==> config.mk <==
export PLATFORM = sky130hd
export DESIGN_NAME = yuv_to_argb_pixel_converter
export DESIGN_NICKNAME = d
export VERILOG_FILES = /design/src/rtl/yuv2argb_pkg.sv /design/src/rtl/yuv_to_argb_pixel_converter.sv
export SDC_FILE = /design/constraint.sdc
export NUM_CORES = 2
export LEC_CHECK = 0
export BUFFER_PORTS_ARGS = -buffer_cell sky130_fd_sc_hd__buf_2
export CAP_MARGIN = 15
export CORE_AREA = 2 2 315 317
export DETAILED_ROUTE_END_ITERATION = 10
export DIE_AREA = 0 0 317 319
export GPL_TIMING_DRIVEN = 0
export PLACE_DENSITY_LB_ADDON = 0.1
export SYNTH_ARGS = -nofsm -noshare
export SYNTH_HDL_FRONTEND = slang
export SYNTH_SLANG_ARGS = --single-unit
==> constraint.sdc <==
create_clock -name clk -period 25.5 [get_ports clk]
set_input_delay 6.375 -clock clk [delete_from_list [all_inputs] [get_ports clk]]
set_output_delay 6.375 -clock clk [all_outputs]
set_load 0.005 [all_outputs]
==> src/rtl/yuv2argb_pkg.sv <==
// ----------------------------------------------------------------------------
// yuv2argb_pkg
// Shared widths, register indexes and reset values of the YUV to ARGB
// pixel converter.
// ----------------------------------------------------------------------------
package yuv2argb_pkg;

  // Field widths
  localparam int SAMPLE_W   = 8;
  localparam int IN_DATA_W  = 3 * SAMPLE_W;
  localparam int OUT_DATA_W = 32;
  localparam int GAIN_W     = 18;
  localparam int OFFSET_W   = 25;
  localparam int COEF_W     = 19;
  localparam int RANGE_W    = 10;
  localparam int CFG_IDX_W  = 3;
  localparam int CFG_DATA_W = OFFSET_W;

  // Register indexes
  typedef enum logic [CFG_IDX_W-1:0] {
    REG_Y_GAIN      = 3'd0,
    REG_Y_OFFSET    = 3'd1,
    REG_CR_TO_RED   = 3'd2,
    REG_CB_TO_BLUE  = 3'd3,
    REG_CB_TO_GREEN = 3'd4,
    REG_CR_TO_GREEN = 3'd5,
    REG_RANGE_OFS   = 3'd6
  } cfg_reg_t;

  // Reset values
  localparam logic [GAIN_W-1:0]          RST_Y_GAIN      = 18'd65536;
  localparam logic signed [OFFSET_W-1:0] RST_Y_OFFSET    = 25'sd0;
  localparam logic signed [COEF_W-1:0]   RST_CR_TO_RED   = 19'sd91881;
  localparam logic signed [COEF_W-1:0]   RST_CB_TO_BLUE  = 19'sd116129;
  localparam logic signed [COEF_W-1:0]   RST_CB_TO_GREEN = -19'sd22552;
  localparam logic signed [COEF_W-1:0]   RST_CR_TO_GREEN = -19'sd46800;
  localparam logic [RANGE_W-1:0]         RST_RANGE_OFS   = 10'd384;

  // Fixed constant of the alpha channel
  localparam logic [7:0] ALPHA_BYTE = 8'hFF;

endpackage

==> src/rtl/yuv_to_argb_pixel_converter.sv <==
// ----------------------------------------------------------------------------
// yuv_to_argb_pixel_converter
// Converts one pixel (luma plus its shared chroma) to a 32-bit ARGB word.
// ----------------------------------------------------------------------------
// The converter takes one pixel per clock unless the output stalls. It is a
// four-stage pipeline: chroma products, index sum and clamp, luma gain
// product, offset/round/clip into the output register. All stages move
// together on one enable, so a stall on the output holds every stage in
// place and in_tready drops only while the output register is full and not
// taken. The user must write coefficients through the cfg port only while
// the stream is idle; the block itself does not enforce this.
// Unknown indexes are ignored. Alpha is always 255.
// ----------------------------------------------------------------------------
module yuv_to_argb_pixel_converter (
  input  logic                                 clk,
  input  logic                                 rst_n,
  // input stream
  input  logic                                 in_tvalid,
  output logic                                 in_tready,
  input  logic [yuv2argb_pkg::IN_DATA_W-1:0]   in_tdata,   // luma, chroma_blue, chroma_red
  // output stream
  output logic                                 out_tvalid,
  input  logic                                 out_tready,
  output logic [yuv2argb_pkg::OUT_DATA_W-1:0]  out_tdata,  // argb_word
  // configuration write port
  input  logic                                 cfg_we,
  input  logic [yuv2argb_pkg::CFG_IDX_W-1:0]   cfg_index,
  input  logic [yuv2argb_pkg::CFG_DATA_W-1:0]  cfg_wdata
);
  import yuv2argb_pkg::*;

  // --------------------------------------------------------------------------
  // Configuration registers
  // --------------------------------------------------------------------------
  logic [GAIN_W-1:0]          y_gain_r;
  logic signed [OFFSET_W-1:0] y_offset_r;
  logic signed [COEF_W-1:0]   cr_to_red_r;
  logic signed [COEF_W-1:0]   cb_to_blue_r;
  logic signed [COEF_W-1:0]   cb_to_green_r;
  logic signed [COEF_W-1:0]   cr_to_green_r;
  logic [RANGE_W-1:0]         range_ofs_r;

  always_ff @(posedge clk) begin
    if (!rst_n) begin
      y_gain_r      <= RST_Y_GAIN;
      y_offset_r    <= RST_Y_OFFSET;
      cr_to_red_r   <= RST_CR_TO_RED;
      cb_to_blue_r  <= RST_CB_TO_BLUE;
      cb_to_green_r <= RST_CB_TO_GREEN;
      cr_to_green_r <= RST_CR_TO_GREEN;
      range_ofs_r   <= RST_RANGE_OFS;
    end else if (cfg_we) begin
      unique case (cfg_reg_t'(cfg_index))
        REG_Y_GAIN:      y_gain_r      <= cfg_wdata[GAIN_W-1:0];
        REG_Y_OFFSET:    y_offset_r    <= $signed(cfg_wdata[OFFSET_W-1:0]);
        REG_CR_TO_RED:   cr_to_red_r   <= $signed(cfg_wdata[COEF_W-1:0]);
        REG_CB_TO_BLUE:  cb_to_blue_r  <= $signed(cfg_wdata[COEF_W-1:0]);
        REG_CB_TO_GREEN: cb_to_green_r <= $signed(cfg_wdata[COEF_W-1:0]);
        REG_CR_TO_GREEN: cr_to_green_r <= $signed(cfg_wdata[COEF_W-1:0]);
        REG_RANGE_OFS:   range_ofs_r   <= cfg_wdata[RANGE_W-1:0];
        default: ;
      endcase
    end
  end

  // --------------------------------------------------------------------------
  // Local widths
  // --------------------------------------------------------------------------
  localparam int PROD_W  = COEF_W + SAMPLE_W + 1;    // k * C, signed
  localparam int TERM_W  = PROD_W - 16 + 1;          // floor(kC/2^16) - floor(k/2^9)
  localparam int BASE_W  = RANGE_W + 1;              // luma + range offset
  localparam int IDX_W   = TERM_W + 2;               // base plus two terms
  localparam int TIDX_W  = 10;                       // clamped index 0..1023
  localparam int DIFF_W  = TIDX_W + 1;               // index - 384, signed
  localparam int GPROD_W = DIFF_W + GAIN_W + 1;      // diff * y_gain, signed
  localparam int SUM_W   = 32;
  localparam int Q_W     = SUM_W - 16;

  localparam logic signed [DIFF_W-1:0] IDX_CENTER = 11'sd384;
  localparam logic signed [SUM_W-1:0]  ROUND_HALF = 32'sh0000_8000;

  // Clamp a signed index into 0..1023
  function automatic logic [TIDX_W-1:0] clamp_idx(input logic signed [IDX_W-1:0] v);
    logic [TIDX_W-1:0] res;
    if (v < 0)
      res = '0;
    else if (v > $signed(IDX_W'(1023)))
      res = '1;
    else
      res = v[TIDX_W-1:0];
    return res;
  endfunction

  // Offset, round, floor-shift and clip one channel product to 8 bits
  function automatic logic [7:0] finish_chan(input logic signed [GPROD_W-1:0] p,
                                             input logic signed [OFFSET_W-1:0] ofs);
    logic signed [SUM_W-1:0] s;
    logic signed [Q_W-1:0]   q;
    logic [7:0]              res;
    s = SUM_W'(p) - SUM_W'(ofs) + ROUND_HALF;
    q = s[SUM_W-1:16];
    if (q < 0)
      res = 8'd0;
    else if (q > $signed(Q_W'(255)))
      res = 8'hFF;
    else
      res = q[7:0];
    return res;
  endfunction

  // --------------------------------------------------------------------------
  // Pipeline enable: every stage advances unless the output is stalled
  // --------------------------------------------------------------------------
  logic adv;
  logic s1_vld_r, s2_vld_r, s3_vld_r, s4_vld_r;

  assign adv       = !s4_vld_r || out_tready;
  assign in_tready = adv;

  always_ff @(posedge clk) begin
    if (!rst_n) begin
      s1_vld_r <= 1'b0;
      s2_vld_r <= 1'b0;
      s3_vld_r <= 1'b0;
      s4_vld_r <= 1'b0;
    end else if (adv) begin
      s1_vld_r <= in_tvalid;
      s2_vld_r <= s1_vld_r;
      s3_vld_r <= s2_vld_r;
      s4_vld_r <= s3_vld_r;
    end
  end

  // --------------------------------------------------------------------------
  // Stage 1: chroma products and index base
  // --------------------------------------------------------------------------
  logic [SAMPLE_W-1:0] luma, chroma_blue, chroma_red;
  assign luma        = in_tdata[SAMPLE_W-1:0];
  assign chroma_blue = in_tdata[2*SAMPLE_W-1:SAMPLE_W];
  assign chroma_red  = in_tdata[3*SAMPLE_W-1:2*SAMPLE_W];

  logic signed [PROD_W-1:0] p_red_r, p_blue_r, p_gcb_r, p_gcr_r;
  logic [BASE_W-1:0]        base_r;

  always_ff @(posedge clk) begin
    if (adv) begin
      p_red_r  <= PROD_W'(cr_to_red_r   * $signed({1'b0, chroma_red}));
      p_blue_r <= PROD_W'(cb_to_blue_r  * $signed({1'b0, chroma_blue}));
      p_gcb_r  <= PROD_W'(cb_to_green_r * $signed({1'b0, chroma_blue}));
      p_gcr_r  <= PROD_W'(cr_to_green_r * $signed({1'b0, chroma_red}));
      base_r   <= BASE_W'(luma) + BASE_W'(range_ofs_r);
    end
  end

  // --------------------------------------------------------------------------
  // Stage 2: chroma terms, channel indexes, clamp
  // --------------------------------------------------------------------------
  logic signed [TERM_W-1:0] t_red, t_blue, t_gcb, t_gcr;
  logic signed [IDX_W-1:0]  i_red, i_green, i_blue, base_s;

  assign t_red  = TERM_W'($signed(p_red_r[PROD_W-1:16]))
                - TERM_W'($signed(cr_to_red_r[COEF_W-1:9]));
  assign t_blue = TERM_W'($signed(p_blue_r[PROD_W-1:16]))
                - TERM_W'($signed(cb_to_blue_r[COEF_W-1:9]));
  assign t_gcb  = TERM_W'($signed(p_gcb_r[PROD_W-1:16]))
                - TERM_W'($signed(cb_to_green_r[COEF_W-1:9]));
  assign t_gcr  = TERM_W'($signed(p_gcr_r[PROD_W-1:16]))
                - TERM_W'($signed(cr_to_green_r[COEF_W-1:9]));

  assign base_s  = $signed(IDX_W'(base_r));
  assign i_red   = base_s + IDX_W'(t_red);
  assign i_blue  = base_s + IDX_W'(t_blue);
  assign i_green = base_s + IDX_W'(t_gcb) + IDX_W'(t_gcr);

  logic [TIDX_W-1:0] ix_red_r, ix_green_r, ix_blue_r;

  always_ff @(posedge clk) begin
    if (adv) begin
      ix_red_r   <= clamp_idx(i_red);
      ix_green_r <= clamp_idx(i_green);
      ix_blue_r  <= clamp_idx(i_blue);
    end
  end

  // --------------------------------------------------------------------------
  // Stage 3: luma gain products
  // --------------------------------------------------------------------------
  logic signed [DIFF_W-1:0]  d_red, d_green, d_blue;
  logic signed [GAIN_W:0]    gain_s;
  logic signed [GPROD_W-1:0] g_red_r, g_green_r, g_blue_r;

  assign d_red   = $signed({1'b0, ix_red_r})   - IDX_CENTER;
  assign d_green = $signed({1'b0, ix_green_r}) - IDX_CENTER;
  assign d_blue  = $signed({1'b0, ix_blue_r})  - IDX_CENTER;
  assign gain_s  = $signed({1'b0, y_gain_r});

  always_ff @(posedge clk) begin
    if (adv) begin
      g_red_r   <= GPROD_W'(d_red   * gain_s);
      g_green_r <= GPROD_W'(d_green * gain_s);
      g_blue_r  <= GPROD_W'(d_blue  * gain_s);
    end
  end

  // --------------------------------------------------------------------------
  // Stage 4: offset, round, clip and pack into the output register
  // --------------------------------------------------------------------------
  logic [OUT_DATA_W-1:0] argb_r;

  always_ff @(posedge clk) begin
    if (adv) begin
      argb_r <= {ALPHA_BYTE,
                 finish_chan(g_red_r,   y_offset_r),
                 finish_chan(g_green_r, y_offset_r),
                 finish_chan(g_blue_r,  y_offset_r)};
    end
  end

  assign out_tvalid = s4_vld_r;
  assign out_tdata  = argb_r;

endmodule
==> flow_summary.toml <==
[synthesis]
ys_warn_count = 0
synth_ff_type = "edfxtp_1"
syn_inst = 6345
yosysUniqueCellTypes = 83
synth_top_area_share_pct = 33.1
netlist_area_sq_um = 58400
synth_edf_count = 203
ys_seq_area_share_pct = 15.0
avgSynthCellArea_sq_um = 9.20
synth-async-reset-ratio_pct = 0
yosysTopAreaCell = "fa_1"
synth.area.top_cells = "fa_1 (33%), ha_1 (15%), edfxtp_1 (10%)"
yosys_register_bits = 336

[sta]
fin_tns_setup_ns = 0
fin_crit_sh_pct = 55.6
worst_hold_slack_ns = 0.461
tightest_slew_ns = 1.14
finalHoldViolCount = 0
slew_viol_final = 0
setup_slack_ns = 11.32
relSlewSlack_pct = 24.0
clock.fmax_ghz = 0.0705
period_minus_slack_ns = 14.18
setup_viol = 0
rsz0062_at_grt = "false"
skew_ns = 0.0257

[route]
drtAntennaViolNets = 0
drt_first_pass_iters = 7
drt-wirelength-per-cell_um = 20.2
drtIter0Drc = 2628
via_per_inst = 5.49
drt-total-wl_um = 158000
drc_errors = 0
vias = 42700

[clock_tree]
cts_setup_buffers = 0
root_buffer = "clkbuf_16"
h-tree-depth = 2
path_clk_slew_ns = 0.06
postCtsHoldBufs = 0
cts_buffers = 42
clk_latency_ns = 0.63
cts_tree = "yes"
ctsResizeCount = 0
clk_path_buf_depth = 3
cts_sinks = 336

[floorplanning]
die_height_um = 319
start_util_pct = 59.8
ios = 91
rows = 115
die_w_um = 317
die_area_sq_um = 101000
core_area_sq_um = 97700

[cells_and_area]
multi_input_area_sq_um = 43500
register_area_sq_um = 8760
area_delta_synth_final_pct = 5.98
final_cell_mix = "inv_1 (1395), fa_1 (967), nand2_1 (777)"
final_cells = 7786
fill_cells = 8385
drive_above_1_share_pct = 2.69
mostFrequentLayoutCell = "inv_1"
nNetsFinal = 8181

[outcome]
outcome = "completed"

[global_routing]
grt_max_degree = 64
antenna_found_initial = 10
grt_pass1_vias = 45200
grtUsageTotal_pct = 32.5
overflow = 0
grt_pass1_wl_um = 251000

[pwr]
swShare_pct = 49.6
p_per_area_nw_per_um2 = 106
p_sw_mw = 3.24
total_power_mw = 6.54
power.share.clock_pct = 9.7
pwr-share-seq_pct = 15.8
power_frac_comb_pct = 74.5
p_int_mw = 3.29
peakVddDrop_v = 0.000128
leakage_nw = 30.6

[critical_path]
crit_fanout = 60
crit_path_end_kind = "output pin"
worst_setup_path_start_kind = "primary input"
r2r_cells = 24
worstPathRequired_ns = 19.12
path_class = "in2out"
crit_arrival_ns = 7.81

[placement]
post-dp-hpwl_um = 128000
port_buffers = 61
dp.cells = 7705
gp_congestion = 0.990
pre_cts_slack_ns = 11.32

[run]
maxCapViolCount = 0

[hold_path]
hp-class = "reg2reg"
whs_path_depth = 2
## power by group through the flow
| stage | registers [mW] | clock network, mW | logic (mW) |
|---|---|---|---|
| 4_1_cts | 1.03 | 0.642 | 4.87 |
| 6_report | 1.03 | 0.635 | 4.87 |
| 3_3_place_gp | 1.03 | 0 | 4.71 |
| 3_5_place_dp | 1.04 | 0 | 4.82 |
| 2_1_floorplan | 0.973 | 0 | 3.62 |
| 5_1_grt | 1.04 | 0.660 | 5.53 |
## cell families (layout without fill, tap and decap cells)
group / count (synthesis) / count (layout) / synth area share [%]
DFF: 336 / 336 / 15.0
and+or+nand+nor: 1885 / 1885 / 16.0
muxes: 7 / 7 / 0.124
AOI/OAI and AO/OA: 633 / 633 / 7.31
buffers and inverters: 1622 / 1766 / 10.5
other: 1 / 11 / 0.00642
adders and majority gates: 1662 / 1662 / 48.0
xor gates and xnor gates: 199 / 199 / 2.98
## critical path, cell delays in order
cell      delay [ns]
buf_2           0.07
nand2b_1        0.08
clkbuf_4        0.62
buf_16          0.32
buf_2           0.20
## routing by layer
layer	share of wire [%]	up-vias	GRT usage, %
met4	6.0	14	16.5
li1	-	19700	-
met5	0.060	-	0
met1	39	21300	40.0
met2	48	1273	54.7
met3	6.8	404	5.79
## registers in the layout, summed over array words and instances (netlist names), 19 cells and up
register / cells
cr_to_green_r: 19
g_blue_r: 30
g_red_r: 30
y_offset_r: 25
cb_to_green_r: 19
cb_to_blue_r: 19
cr_to_red_r: 19
g_green_r: 30
out_tdata: 24
## Yosys cell counts (10+ instances only)
| library cell | instances |
|---|---|
| o21a_1 | 40 |
| a21boi_0 | 90 |
| nand4_1 | 18 |
| edfxtp_1 | 203 |
| a21o_1 | 90 |
| a31oi_1 | 32 |
| o21bai_1 | 25 |
| nand2b_1 | 55 |
| inv_1 | 1395 |
| a21oi_2 | 10 |
| nand3_1 | 74 |
| a21boi_1 | 14 |
| dfxtp_1 | 133 |
| o21ai_0 | 48 |
| nor2_1 | 154 |
| nor2b_1 | 74 |
| ha_1 | 695 |
| a211oi_1 | 10 |
| xor2_1 | 57 |
| fa_1 | 967 |
| nand2_1 | 777 |
| clkbuf_1 | 214 |
| xnor2_1 | 142 |
| o21ai_1 | 33 |
| and2_1 | 637 |
| o211ai_1 | 12 |
| nor3_1 | 41 |
| a21oi_1 | 156 |
| and3_1 | 16 |
## area by class of cell
type | instances | area share, %
Antenna cell | 3 | 0.0121
Buffer | 225 | 1.44
Clock buffer | 64 | 2.17
Clock inverter | 14 | 0.170
Inverter | 1397 | 8.47
Multi-Input combinational cell | 4394 | 70.3
Sequential cell | 336 | 14.2
Tap cell | 1287 | 2.60
Timing Repair Buffer | 66 | 0.641
## final timing paths
kind | startpoint | end | slack, ns
max | out_tready | in_tready | 11.32
min | y_offset_r[8] | y_offset_r[8] | 0.46
max reg2reg | ix_blue_r[7] | g_blue_r[27] | 17.09
min reg2reg | y_offset_r[8] | y_offset_r[8] | 0.46
## stage by stage
step | util, % | instance area [sq um]
2_1_floorplan | - | 58400
3_3_place_gp | 61.8 | 60300
3_5_place_dp | 61.9 | 60400
4_1_cts | 63.3 | 61900
5_1_grt | 63.3 | 61900
6_report | 63.3 | 61900
(Power assumes the default switching activity.)
